==> src/rtl/jot_pkg.sv <==
// jot_pkg: shared codes, character constants and the result record of the json object tokenizer
// no dependencies; used by jot_step and json_object_tokenizer
package jot_pkg;

	localparam int StateW = 4;

	localparam logic [StateW-1:0] ST_START    = 4'd0;
	localparam logic [StateW-1:0] ST_BEGIN    = 4'd1;
	localparam logic [StateW-1:0] ST_KEY      = 4'd2;
	localparam logic [StateW-1:0] ST_KEYEND   = 4'd3;
	localparam logic [StateW-1:0] ST_STARTVAL = 4'd4;
	localparam logic [StateW-1:0] ST_STRVAL   = 4'd5;
	localparam logic [StateW-1:0] ST_BOOL     = 4'd6;
	localparam logic [StateW-1:0] ST_NUM      = 4'd7;
	localparam logic [StateW-1:0] ST_STREND   = 4'd8;
	localparam logic [StateW-1:0] ST_END      = 4'd9;

	localparam logic [1:0] VT_STRING = 2'd0;
	localparam logic [1:0] VT_NUMBER = 2'd1;
	localparam logic [1:0] VT_BOOL   = 2'd2;

	localparam logic [7:0] CH_LBRACE = 8'h7B;
	localparam logic [7:0] CH_RBRACE = 8'h7D;
	localparam logic [7:0] CH_QUOTE  = 8'h22;
	localparam logic [7:0] CH_COLON  = 8'h3A;
	localparam logic [7:0] CH_COMMA  = 8'h2C;
	localparam logic [7:0] CH_MINUS  = 8'h2D;
	localparam logic [7:0] CH_DOT    = 8'h2E;
	localparam logic [7:0] CH_ZERO   = 8'd48;
	localparam logic [7:0] CH_NINE   = 8'd57;
	localparam logic [7:0] CH_T      = 8'h74;
	localparam logic [7:0] CH_F      = 8'h66;

	typedef struct packed {
		logic [StateW-1:0] parse_state_out;
		logic              store_valid;
		logic [5:0]        store_addr;
		logic [7:0]        store_byte;
		logic              entry_done;
		logic [2:0]        entry_index;
		logic [5:0]        key_offset;
		logic [5:0]        value_offset;
		logic [1:0]        value_type;
		logic              overflow;
	} jot_result_t;

	function automatic logic is_num_char(input logic [7:0] c);
		return (c == CH_MINUS) || (c == CH_DOT) || ((c >= CH_ZERO) && (c <= CH_NINE));
	endfunction

endpackage

==> src/rtl/jot_if.sv <==
// jot_if: valid/ready channel interfaces for characters in and tokenizer results out
// depends on nothing; used by json_object_tokenizer
interface jot_chr_if;
	logic       valid;
	logic       ready;
	logic [7:0] byte_in;
	logic       restart;

	modport source (output valid, output byte_in, output restart, input ready);
	modport sink (input valid, input byte_in, input restart, output ready);
endinterface

interface jot_tok_if;
	logic       valid;
	logic       ready;
	logic [3:0] parse_state_out;
	logic       store_valid;
	logic [5:0] store_addr;
	logic [7:0] store_byte;
	logic       entry_done;
	logic [2:0] entry_index;
	logic [5:0] key_offset;
	logic [5:0] value_offset;
	logic [1:0] value_type;
	logic       overflow;

	modport source (output valid, output parse_state_out, output store_valid,
		output store_addr, output store_byte, output entry_done, output entry_index,
		output key_offset, output value_offset, output value_type, output overflow,
		input ready);
	modport sink (input valid, input parse_state_out, input store_valid,
		input store_addr, input store_byte, input entry_done, input entry_index,
		input key_offset, input value_offset, input value_type, input overflow,
		output ready);
endinterface

==> src/rtl/jot_step.sv <==
// jot_step: combinational next-state and result logic for one character
// depends on jot_pkg
module jot_step #(
	parameter int DATA_BYTES  = 64,
	parameter int MAX_ENTRIES = 8,
	parameter int DCW = 7,
	parameter int ECW = 4
) (
	input  logic [7:0]                 byte_in,
	input  logic                       restart,
	input  logic [jot_pkg::StateW-1:0] state,
	input  logic [DCW-1:0]             data_count,
	input  logic [ECW-1:0]             entry_count,
	input  logic [5:0]                 key_off,
	input  logic [5:0]                 val_off,
	input  logic [1:0]                 val_type,
	input  logic                       ovf,
	output logic [jot_pkg::StateW-1:0] state_nxt,
	output logic [DCW-1:0]             data_count_nxt,
	output logic [ECW-1:0]             entry_count_nxt,
	output logic [5:0]                 key_off_nxt,
	output logic [5:0]                 val_off_nxt,
	output logic [1:0]                 val_type_nxt,
	output logic                       ovf_nxt,
	output jot_pkg::jot_result_t       res
);
	import jot_pkg::*;

	logic [StateW-1:0] st;
	logic [DCW-1:0]    dc;
	logic [ECW-1:0]    ec;
	logic [5:0]        ko;
	logic [5:0]        vo;
	logic [1:0]        vt;
	logic              ov;
	logic              wr_req;
	logic [7:0]        wr_byte;
	logic              fin_req;
	logic              wr_ok;
	logic              fin_ok;

	// restart clears everything ahead of this character
	assign st = restart ? ST_START : state;
	assign dc = restart ? '0 : data_count;
	assign ec = restart ? '0 : entry_count;
	assign ko = restart ? '0 : key_off;
	assign vo = restart ? '0 : val_off;
	assign vt = restart ? VT_STRING : val_type;
	assign ov = restart ? 1'b0 : ovf;

	always_comb begin
		state_nxt    = st;
		key_off_nxt  = ko;
		val_off_nxt  = vo;
		val_type_nxt = vt;
		wr_req       = 1'b0;
		wr_byte      = byte_in;
		fin_req      = 1'b0;
		case (st)
			ST_START: begin
				if (byte_in == CH_LBRACE) state_nxt = ST_BEGIN;
			end
			ST_BEGIN: begin
				if (byte_in == CH_QUOTE) begin
					key_off_nxt = dc[5:0];
					state_nxt   = ST_KEY;
				end
			end
			ST_KEY: begin
				wr_req = 1'b1;
				if (byte_in == CH_QUOTE) begin
					wr_byte   = 8'd0;
					state_nxt = ST_KEYEND;
				end
			end
			ST_KEYEND: begin
				if (byte_in == CH_COLON) state_nxt = ST_STARTVAL;
			end
			ST_STARTVAL: begin
				if (byte_in == CH_QUOTE) begin
					val_off_nxt  = dc[5:0];
					val_type_nxt = VT_STRING;
					state_nxt    = ST_STRVAL;
				end else if (byte_in == CH_T || byte_in == CH_F) begin
					val_off_nxt  = dc[5:0];
					val_type_nxt = VT_BOOL;
					wr_req       = 1'b1;
					state_nxt    = ST_BOOL;
				end else if (is_num_char(byte_in)) begin
					val_off_nxt  = dc[5:0];
					val_type_nxt = VT_NUMBER;
					wr_req       = 1'b1;
					state_nxt    = ST_NUM;
				end
			end
			ST_STRVAL: begin
				wr_req = 1'b1;
				if (byte_in == CH_QUOTE) begin
					wr_byte   = 8'd0;
					fin_req   = 1'b1;
					state_nxt = ST_STREND;
				end
			end
			ST_STREND: begin
				if (byte_in == CH_COMMA) state_nxt = ST_BEGIN;
				else if (byte_in == CH_RBRACE) state_nxt = ST_END;
			end
			ST_NUM, ST_BOOL: begin
				if (byte_in == CH_COMMA || byte_in == CH_RBRACE) begin
					wr_req    = 1'b1;
					wr_byte   = 8'd0;
					fin_req   = 1'b1;
					state_nxt = (byte_in == CH_COMMA) ? ST_BEGIN : ST_END;
				end else if (st == ST_NUM && is_num_char(byte_in)) begin
					wr_req = 1'b1;
				end
			end
			default: state_nxt = ST_END;
		endcase
	end

	assign fin_ok = ec < ECW'(MAX_ENTRIES);
	assign wr_ok  = (dc < DCW'(DATA_BYTES)) && fin_ok;

	assign data_count_nxt  = (wr_req && wr_ok) ? dc + 1'b1 : dc;
	assign entry_count_nxt = (fin_req && fin_ok) ? ec + 1'b1 : ec;
	assign ovf_nxt         = ov | (wr_req && !wr_ok) | (fin_req && !fin_ok);

	always_comb begin
		res                 = '0;
		res.parse_state_out = state_nxt;
		res.overflow        = ovf_nxt;
		if (wr_req && wr_ok) begin
			res.store_valid = 1'b1;
			res.store_addr  = dc[5:0];
			res.store_byte  = wr_byte;
		end
		if (fin_req && fin_ok) begin
			res.entry_done   = 1'b1;
			res.entry_index  = ec[2:0];
			res.key_offset   = ko;
			res.value_offset = vo;
			res.value_type   = vt;
		end
	end

endmodule

==> src/rtl/json_object_tokenizer.sv <==
// json_object_tokenizer: byte-serial tokenizer for a flat json object, top level
// depends on jot_pkg, jot_if (jot_chr_if, jot_tok_if) and jot_step
//
// channel | dir | payload
// chr     | in  | byte_in, restart
// tok     | out | parse_state_out, store_valid/addr/byte, entry_done/index,
//         |     | key_offset, value_offset, value_type, overflow
//
// one character per cycle while tok is not stalled; from accept to result: input register,
// then the step logic into the result register, which also updates the context
// arst_n clears both valid bits and the parse context (start state, zero counts)
// a stalled result holds in its register; the input register still takes a beat
// while the result register drains in the same cycle
module json_object_tokenizer #(
	parameter int DATA_BYTES  = 64,
	parameter int MAX_ENTRIES = 8
) (
	input logic clk,
	input logic arst_n,
	jot_chr_if.sink   chr,
	jot_tok_if.source tok
);
	import jot_pkg::*;

	localparam int DCB = $clog2(DATA_BYTES + 1);
	localparam int ECB = $clog2(MAX_ENTRIES + 1);
	localparam int DCW = (DCB > 6) ? DCB : 6;
	localparam int ECW = (ECB > 3) ? ECB : 3;

	logic              in_valid_s1;
	logic [7:0]        byte_s1;
	logic              restart_s1;
	logic              out_valid_s2;
	jot_result_t       res_s2;
	jot_result_t       res_nxt;
	logic              adv;

	logic [StateW-1:0] state_q, state_nxt;
	logic [DCW-1:0]    data_count_q, data_count_nxt;
	logic [ECW-1:0]    entry_count_q, entry_count_nxt;
	logic [5:0]        key_off_q, key_off_nxt;
	logic [5:0]        val_off_q, val_off_nxt;
	logic [1:0]        val_type_q, val_type_nxt;
	logic              ovf_q, ovf_nxt;

	assign adv       = in_valid_s1 && (!out_valid_s2 || tok.ready);
	assign chr.ready = !in_valid_s1 || adv;

	always_ff @(posedge clk or negedge arst_n) begin
		if (!arst_n) begin
			in_valid_s1 <= 1'b0;
		end else if (chr.ready) begin
			in_valid_s1 <= chr.valid;
		end
	end

	always_ff @(posedge clk) begin
		if (chr.ready && chr.valid) begin
			byte_s1    <= chr.byte_in;
			restart_s1 <= chr.restart;
		end
	end

	jot_step #(
		.DATA_BYTES  (DATA_BYTES),
		.MAX_ENTRIES (MAX_ENTRIES),
		.DCW         (DCW),
		.ECW         (ECW)
	) u_step (
		.byte_in         (byte_s1),
		.restart         (restart_s1),
		.state           (state_q),
		.data_count      (data_count_q),
		.entry_count     (entry_count_q),
		.key_off         (key_off_q),
		.val_off         (val_off_q),
		.val_type        (val_type_q),
		.ovf             (ovf_q),
		.state_nxt       (state_nxt),
		.data_count_nxt  (data_count_nxt),
		.entry_count_nxt (entry_count_nxt),
		.key_off_nxt     (key_off_nxt),
		.val_off_nxt     (val_off_nxt),
		.val_type_nxt    (val_type_nxt),
		.ovf_nxt         (ovf_nxt),
		.res             (res_nxt)
	);

	// parse context moves only when the beat leaves for the result register
	always_ff @(posedge clk or negedge arst_n) begin
		if (!arst_n) begin
			state_q       <= ST_START;
			data_count_q  <= '0;
			entry_count_q <= '0;
			key_off_q     <= '0;
			val_off_q     <= '0;
			val_type_q    <= VT_STRING;
			ovf_q         <= 1'b0;
		end else if (adv) begin
			state_q       <= state_nxt;
			data_count_q  <= data_count_nxt;
			entry_count_q <= entry_count_nxt;
			key_off_q     <= key_off_nxt;
			val_off_q     <= val_off_nxt;
			val_type_q    <= val_type_nxt;
			ovf_q         <= ovf_nxt;
		end
	end

	always_ff @(posedge clk or negedge arst_n) begin
		if (!arst_n) begin
			out_valid_s2 <= 1'b0;
		end else if (adv) begin
			out_valid_s2 <= 1'b1;
		end else if (tok.ready) begin
			out_valid_s2 <= 1'b0;
		end
	end

	always_ff @(posedge clk) begin
		if (adv) begin
			res_s2 <= res_nxt;
		end
	end

	assign tok.valid           = out_valid_s2;
	assign tok.parse_state_out = res_s2.parse_state_out;
	assign tok.store_valid     = res_s2.store_valid;
	assign tok.store_addr      = res_s2.store_addr;
	assign tok.store_byte      = res_s2.store_byte;
	assign tok.entry_done      = res_s2.entry_done;
	assign tok.entry_index     = res_s2.entry_index;
	assign tok.key_offset      = res_s2.key_offset;
	assign tok.value_offset    = res_s2.value_offset;
	assign tok.value_type      = res_s2.value_type;
	assign tok.overflow        = res_s2.overflow;

endmodule
==> src/flat_wrapper.sv <==
// flat-port wrapper written by rule: the top's interface ports become plain ports
module json_object_tokenizer_flat import jot_pkg::*;
#(
	parameter int DATA_BYTES  = 64,
	parameter int MAX_ENTRIES = 8
)
  (clk, arst_n, chr_valid, chr_byte_in, chr_restart, chr_ready, tok_valid, tok_parse_state_out, tok_store_valid, tok_store_addr, tok_store_byte, tok_entry_done, tok_entry_index, tok_key_offset, tok_value_offset, tok_value_type, tok_overflow, tok_ready);
  jot_chr_if chr_i ();
  jot_tok_if tok_i ();
  input logic clk;
  input logic arst_n;
  input wire logic [$bits(chr_i.valid)-1:0] chr_valid;
  input wire logic [$bits(chr_i.byte_in)-1:0] chr_byte_in;
  input wire logic [$bits(chr_i.restart)-1:0] chr_restart;
  output wire logic [$bits(chr_i.ready)-1:0] chr_ready;
  output wire logic [$bits(tok_i.valid)-1:0] tok_valid;
  output wire logic [$bits(tok_i.parse_state_out)-1:0] tok_parse_state_out;
  output wire logic [$bits(tok_i.store_valid)-1:0] tok_store_valid;
  output wire logic [$bits(tok_i.store_addr)-1:0] tok_store_addr;
  output wire logic [$bits(tok_i.store_byte)-1:0] tok_store_byte;
  output wire logic [$bits(tok_i.entry_done)-1:0] tok_entry_done;
  output wire logic [$bits(tok_i.entry_index)-1:0] tok_entry_index;
  output wire logic [$bits(tok_i.key_offset)-1:0] tok_key_offset;
  output wire logic [$bits(tok_i.value_offset)-1:0] tok_value_offset;
  output wire logic [$bits(tok_i.value_type)-1:0] tok_value_type;
  output wire logic [$bits(tok_i.overflow)-1:0] tok_overflow;
  input wire logic [$bits(tok_i.ready)-1:0] tok_ready;
  assign chr_i.valid = chr_valid;
  assign chr_i.byte_in = chr_byte_in;
  assign chr_i.restart = chr_restart;
  assign chr_ready = chr_i.ready;
  assign tok_valid = tok_i.valid;
  assign tok_parse_state_out = tok_i.parse_state_out;
  assign tok_store_valid = tok_i.store_valid;
  assign tok_store_addr = tok_i.store_addr;
  assign tok_store_byte = tok_i.store_byte;
  assign tok_entry_done = tok_i.entry_done;
  assign tok_entry_index = tok_i.entry_index;
  assign tok_key_offset = tok_i.key_offset;
  assign tok_value_offset = tok_i.value_offset;
  assign tok_value_type = tok_i.value_type;
  assign tok_overflow = tok_i.overflow;
  assign tok_i.ready = tok_ready;
  json_object_tokenizer #(.DATA_BYTES(DATA_BYTES), .MAX_ENTRIES(MAX_ENTRIES)) u_core (.clk(clk), .arst_n(arst_n), .chr(chr_i), .tok(tok_i));
endmodule
==> config.mk <==
export PLATFORM = sky130hd
export DESIGN_NAME = json_object_tokenizer_flat
export DESIGN_NICKNAME = d
export VERILOG_FILES = /design/src/rtl/jot_pkg.sv /design/src/rtl/jot_if.sv /design/src/rtl/jot_step.sv /design/src/rtl/json_object_tokenizer.sv /design/src/flat_wrapper.sv
export SDC_FILE = /design/constraint.sdc
export NUM_CORES = 1
export LEC_CHECK = 0
export BUFFER_PORTS_ARGS = -buffer_cell sky130_fd_sc_hd__buf_2
export CAP_MARGIN = 5
export CELL_PAD_IN_SITES_DETAIL_PLACEMENT = 1
export CELL_PAD_IN_SITES_GLOBAL_PLACEMENT = 1
export CORE_MARGIN = 3
export CORE_UTILIZATION = 47
export DETAILED_ROUTE_END_ITERATION = 12
export GPL_ROUTABILITY_DRIVEN = 0
export GPL_TIMING_DRIVEN = 0
export MAX_ROUTING_LAYER = met4
export PLACE_DENSITY_LB_ADDON = 0.1
export SETUP_SLACK_MARGIN = 0.2
export SYNTH_ARGS = -nofsm -noshare
export SYNTH_HDL_FRONTEND = slang
export SYNTH_SLANG_ARGS = --single-unit
==> constraint.sdc <==
create_clock -name clk -period 5.76 [get_ports clk]
set_input_delay 0.288 -clock clk [delete_from_list [all_inputs] [get_ports clk]]
set_output_delay 0.288 -clock clk [all_outputs]
set_load 0.005 [all_outputs]
==> metrics, run 1 <==
status finished with violations; failing checks negative hold slack; Cells after Synth 320; VDD IR-drop max 0.0001098 V; Synth area leader edfxtp_1; DRC viols 0; first-pass GRT wire length 14810 um; final-report max-slew violation count 0; Netlist cell types 70; Buffers on Ports 52; Root Buffer clkbuf_8; crit path DAT 2.51 ns; EDFF count, synth 47; PnR Total Power 1.209 mW; vias in the first global route 2840; Clock transition at path regs 0.08 ns; final worst setup slack 3.498 ns; Rows 32; CTS sink cnt 79; WL/cell 18.61 um; setup bufs post-CTS 0; syn avg cell area 12.00 um^2; worst rel slew slack 46.85%; ys flop type edfxtp_1; fin crit share 39.28%; Netlist Area Pre-Place 3840 um^2; count leader, synth edfxtp_1; ys async rst share 40.51%; worst-skew pair later-pin latency 0.35 ns; leak pwr 1.815 nW; Initial Util 48.93%; Fmax 442.0 MHz; top cells by count, synth edfxtp_1 (47), dfrtp_1 (32), nand2_1 (32); Worst-Margin Slew 0.7912 ns; worst hold slack -0.01066 ns; CP Capture Type flop; Core ar. 7848 um^2; Final setup violation count 0; synth warn 0; initial antenna violation count 0; HPWL Detailed 6398 um; P per Cell Area 272.1 nW/um^2; Reg2Reg Setup Slack 3.50 ns; pre-CTS setup slack 3.492 ns; Reg2Reg Capture Point u_core.entry_count_q[1]; top cells by area, synth edfxtp_1 (37%), dfrtp_1 (21%), and2_1 (4.6%); total CTS buffers 9; Initial DRC Count 84; Resize count post-CTS 0; top cell type's share of synthesized area 36.75%; layout cells sized above 1 29.05%; post-synthesis sequential area ratio 57.61%; chip height 96.39 um; area of the multi-input gates 1459 um^2; Die Wd 96.39 um; required time of the critical path 6.01 ns; largest net degree at the start of global routing 33; overall routed net length 9136 um; Layout Skew 0.006923 ns; DR vias 2766; antenna cells 0; remaining antenna violation count after routing 0; CTS tree yes; placed cell count 475; min Tclk post-route 2.262 ns; FF/Latch Area 2212 um^2; Die Footprint 9291 um^2; Tot GR Track Use 21.82%; post-route setup TNS 0 ns; Max Cap Viol 0; CTS max path bufs 2; Finished Layout Cells 491; H-tree depth 3; # IOs 53; Yosys reg bits 79; final hold vios 9; Via density 5.633; reg2reg path depth 8; Worst Path Max Fanout 10; gr ovfl total 0; P&R area growth vs syn 15.74%; # nets final 399; CTS Hold Bufs 0; Initial DRT Pass Iterations 4; syn_nets 335; Setup crit start kind flop; critical path type reg -> reg; fillcell total 854; Hold WC Path Type in -> async; RSZ-0062 raised after global routing no; RR Startpoint u_core.byte_s1[0]
-- layer usage --
| layer | GRT usage (%) | share of wire [%] |
|---|---|---|
| met5 | - | 0 |
| met4 | 6.075 | 1.8 |
| met3 | 6.119 | 5.3 |
| met2 | 32.14 | 46 |
| met1 | 29.82 | 47 |
-- sequential cells by signal, summed over array words and instances, names as in the netlist, 2 cells and up --
signal / flops
u_core.byte_s1: 8
u_core.data_count_q: 7
u_core.entry_count_q: 4
u_core.key_off_q: 6
u_core.state_q: 4
u_core.tok.entry_index: 3
u_core.tok.key_offset: 6
u_core.tok.parse_state_out: 4
u_core.tok.store_addr: 6
u_core.tok.store_byte: 8
u_core.tok.value_offset: 6
u_core.tok.value_type: 2
u_core.val_off_q: 6
u_core.val_type_q: 2
-- report_power, final --
group	internal (mW)	switching [mW]
sequential	0.636	0.0211
clock	0.201	0.205
combinational	0.0578	0.0892
total	0.894	0.315
-- kinds of logic after synthesis --
kind of cell	count (synthesis)	share of synthesized area (%)
multiplexers	6	1.727
AO/OA/AOI/OAI	77	15.93
buffers and inverters	26	4.399
flip-flops	79	57.61
XOR/XNOR	4	0.9125
AND/OR/NAND/NOR	126	18.77
adder cells (fa/ha/maj)	2	0.6516
-- per-stage QoR --
stage               cell area [um^2]  hold WS, ns  util [%]
CTS                             4444      0.01511     56.63
detailed placement              4257       0.3950     54.24
global placement                4228       0.4040     53.87
global route                    4444      0.03803     56.63
floorplan                       3840    -0.007591         -
finish                          4444     -0.01066     56.63
-- cell type report --
type	count	area share [%]
sequential	79	49.77
multi-input combinational	215	32.83
timing repair buffer	53	6.475
clock buffer	11	2.956
buffer	16	2.872
tap	102	2.872
clock inverter	5	1.267
inverter	10	0.9572
-- critical path: stages (launching register included) --
cell	delay, ns
edfxtp_1	0.39
buf_6	0.15
or3_4	0.39
a211oi_4	0.30
nand2_2	0.15
a22oi_4	0.23
buf_2	0.26
o21ai_1	0.09
a32o_1	0.21
-- worst max-delay path by stage --
stage	from	end	cells past startpoint
after floorplan	u_core.tok.valid	u_core.key_off_q[1]	6
after global placement	tok_ready	u_core.key_off_q[1]	7
after detailed placement	u_core.byte_s1[0]	u_core.entry_count_q[1]	8
after CTS	u_core.byte_s1[0]	u_core.entry_count_q[1]	8
after global routing	u_core.byte_s1[2]	u_core.state_q[1]	7
final	u_core.byte_s1[0]	u_core.entry_count_q[1]	8
-- cells in the final DEF, fill, tap and decap left out, types with 4 or more instances in the layout --
| master | n |
|---|---|
| buf_2 | 55 |
| edfxtp_1 | 47 |
| nand2_1 | 32 |
| dfrtp_1 | 32 |
| and2_1 | 28 |
| nor2_1 | 16 |
| o21ai_0 | 15 |
| clkbuf_8 | 13 |
| a21oi_1 | 11 |
| nand3_1 | 9 |
| inv_1 | 8 |
| a22o_1 | 7 |
| clkbuf_1 | 6 |
| a22oi_1 | 6 |
| nor3_1 | 5 |
| nand2b_1 | 5 |
| o21ai_1 | 5 |
| mux2_2 | 5 |
| nor2b_1 | 4 |
| nand4_1 | 4 |
Note: power is estimated with default switching activity, not from simulation.
==> inputs of run 2 (changes only) <==
--- a/config.mk
+++ b/config.mk
@@ -5,12 +5,13 @@
 export SDC_FILE = /design/constraint.sdc
 export NUM_CORES = 1
 export LEC_CHECK = 0
+export ABC_AREA = 1
 export BUFFER_PORTS_ARGS = -buffer_cell sky130_fd_sc_hd__buf_2
 export CAP_MARGIN = 5
 export CELL_PAD_IN_SITES_DETAIL_PLACEMENT = 1
 export CELL_PAD_IN_SITES_GLOBAL_PLACEMENT = 1
 export CORE_MARGIN = 3
-export CORE_UTILIZATION = 47
+export CORE_UTILIZATION = 40
 export DETAILED_ROUTE_END_ITERATION = 12
 export GPL_ROUTABILITY_DRIVEN = 0
 export GPL_TIMING_DRIVEN = 0
==> constraint.sdc (replaced) <==
create_clock -name clk -period 2.02 [get_ports clk]
set_input_delay 0.101 -clock clk [delete_from_list [all_inputs] [get_ports clk]]
set_output_delay 0.101 -clock clk [all_outputs]
set_load 0.005 [all_outputs]
==> run 2 against run 1 <==
Against the previous run:
- the flow now finishes without violations
- clock skew grew 0.0079 ns
- routed wire length grew 23%
- sequential cell count is the same
- global-route usage shrank 0.83 points
- sequential share of layout area shrank 7.4 points
- count of clock-buffer cells in the layout decreased by 1
- combinational power increased to 4.2 times the previous value
- non-clock buffer count grew 32
- cell count is 36% higher
- hold slack improved by 0.052 ns
- synthesized cell count up 36%
- largest cell class unchanged
- highest routed layer unchanged
==> metrics, run 2 <==
status finished clean; syn avg cell area 9.087 um^2; worst rel slew slack 48.54%; Netlist cell types 34; worst hold stages 4; largest net degree at the start of global routing 48; CTS sink cnt 79; slowest cell on the critical path edfxtp_1; ys async rst share 40.51%; Most common cell on crit path nor2_4; Setup crit start kind flop; final hold vios 0; layout cells sized above 1 36.18%; # IOs 53; final instance area 5221 um^2; placed cell area 4367 um^2; Die Wd 105.3 um; top cells by area, synth edfxtp_1 (36%), dfrtp_1 (20%), nand2_1 (11%); crit path DAT 1.98 ns; CTS tree yes; vias in the first global route 3452; syn_nets 449; Crit path buffers/inverters 2; ys flop type edfxtp_1; Netlist Area Pre-Place 3944 um^2; Rows 35; top cell type's share of synthesized area 35.79%; H-tree depth 3; min Tclk post-route 1.880 ns; Buffers on Ports 52; final worst setup slack 0.1395 ns; initial antenna violation count 0; required time of the critical path 2.12 ns; Yosys reg bits 79; reg2reg path depth 10; P per Cell Area 736.3 nW/um^2; Worst-Margin Slew 0.7719 ns; EDFF count, synth 47; Root Buffer clkbuf_8; VDD IR-drop max 0.0003777 V; Layout Skew 0.01482 ns; DR vias 3365; antenna cells 0; worst hold slack 0.04128 ns; PnR Total Power 3.845 mW; remaining antenna violation count after routing 0; chip height 105.3 um; gr ovfl total 0; Hold WC Path Type in -> reg; RSZ-0062 raised after global routing yes; count leader, synth nand2_1; Top Family by Delay on Critical Path simple AND/OR/NAND/NOR gates; Worst path depth 10; Initial Util 41.89%; slowest stage delay, CP 0.46 ns; CTS max path bufs 2; critical path type reg -> reg; Die Footprint 11090 um^2; first-pass GRT wire length 17900 um; Tot GR Track Use 20.99%; Initial DRC Count 112; Clock transition at path regs 0.09 ns; Max Cap Viol 0; Core ar. 9415 um^2; Cells after Synth 434; leak pwr 2.399 nW; CP cell instances inv_2 -> nor2_4 -> nand3_2 -> nor2_4 -> nor2_4 -> nand2_2 -> nand3_4 -> nand2_8 -> clkbuf_16 -> nor3_2; synth warn 0; HPWL Detailed 7115 um; Final setup violation count 0; fin crit share 93.09%; final-report max-slew violation count 0; P&R area growth vs syn 32.39%; Via density 5.037; Worst Path Max Fanout 6; post-synthesis sequential area ratio 56.09%; Initial DRT Pass Iterations 4; DRC viols 0; total CTS buffers 9; Synth area leader edfxtp_1; worst-skew pair later-pin latency 0.35 ns; Fmax 531.8 MHz; most common cell after layout, fill and taps aside nand2_1; # nets final 549; CP Capture Type flop; WL/cell 16.80 um; commonest cells after routing, fill and taps aside nand2_1 (104), buf_2 (53), edfxtp_1 (47); top cells by count, synth nand2_1 (116), edfxtp_1 (47), nor2_1 (44); pre-CTS setup slack -0.4770 ns; overall routed net length 11220 um
[run 2: what timing repair did]
| action | 4_1_cts | 5_1_grt |
|---|---|---|
| pin swaps | 6 | 12 |
| gates resized for setup | 36 | 68 |
| gates cloned | 0 | 3 |
| hold endpoints to repair | 42 | 0 |
| hold buffers | 11 | 0 |
| setup buffers | 16 | 7 |
| endpoints found under the setup margin | 102 | 105 |
[run 2: kinds of logic after synthesis]
kind of cell,share of synthesized area (%)
xor+xnor,1.110
simple gates,28.93
buf+inv,7.106
flops,56.09
compound gates,6.123
fa+ha+maj,0.6344
[run 2: where the power goes]
group / internal [mW] / leakage (nW) / switching, mW / total (mW)
Combinational: 0.229 / 1.40 / 0.387 / 0.615
Clock: 0.612 / 0.101 / 0.622 / 1.23
Sequential: 1.90 / 0.893 / 0.0941 / 2.00
Total: 2.74 / 2.40 / 1.10 / 3.84
[run 2: final timing paths]
check / from / end / slack [ns]
worst min-delay path: tok_ready / u_core.tok.valid / 0.04
max in group asynchronous: arst_n / u_core.val_off_q[3] / 1.17
worst max register to register: u_core.byte_s1[1] / u_core.tok.store_byte[3] / 0.14
worst min register to register: u_core.key_off_q[3] / u_core.key_off_q[3] / 0.49
worst max-delay path: u_core.byte_s1[1] / u_core.tok.store_byte[3] / 0.14
min in group asynchronous: arst_n / u_core.entry_count_q[1] / 0.34
[run 2: worst register-to-register path: stages (launching register included)]
cell,delay (ns)
edfxtp_1,0.46
inv_2,0.10
nor2_4,0.13
nand3_2,0.10
nor2_4,0.21
nor2_4,0.05
nand2_2,0.09
nand3_4,0.15
nand2_8,0.14
clkbuf_16,0.16
nor3_2,0.04
[run 2: layer usage]
layer	GRT usage, %	up-vias	share of wire (%)
met2	34.20	88	49
met3	2.511	22	3.6
met5	-	-	0
li1	-	1634	-
met1	27.68	1621	45
met4	6.373	0	1.9
[run 2: final cells by class]
class	instances	area, um^2
Inverter	50	210.2
Buffer	13	153.9
Clock buffer	10	137.6
Clock inverter	6	67.56
Multi-Input combinational cell	293	1685
Timing Repair Buffer	88	593.1
Sequential cell	79	2212
Fill cell	1095	4194
Tap cell	129	161.4
[run 2: metrics by stage]
step,setup TNS [ns],util (%),cells
2_1_floorplan,0,-,434
3_3_place_gp,-13.06,46.38,615
3_5_place_dp,-16.66,46.38,615
4_1_cts,0,52.52,658
5_1_grt,0,55.46,668
6_report,0,55.46,668
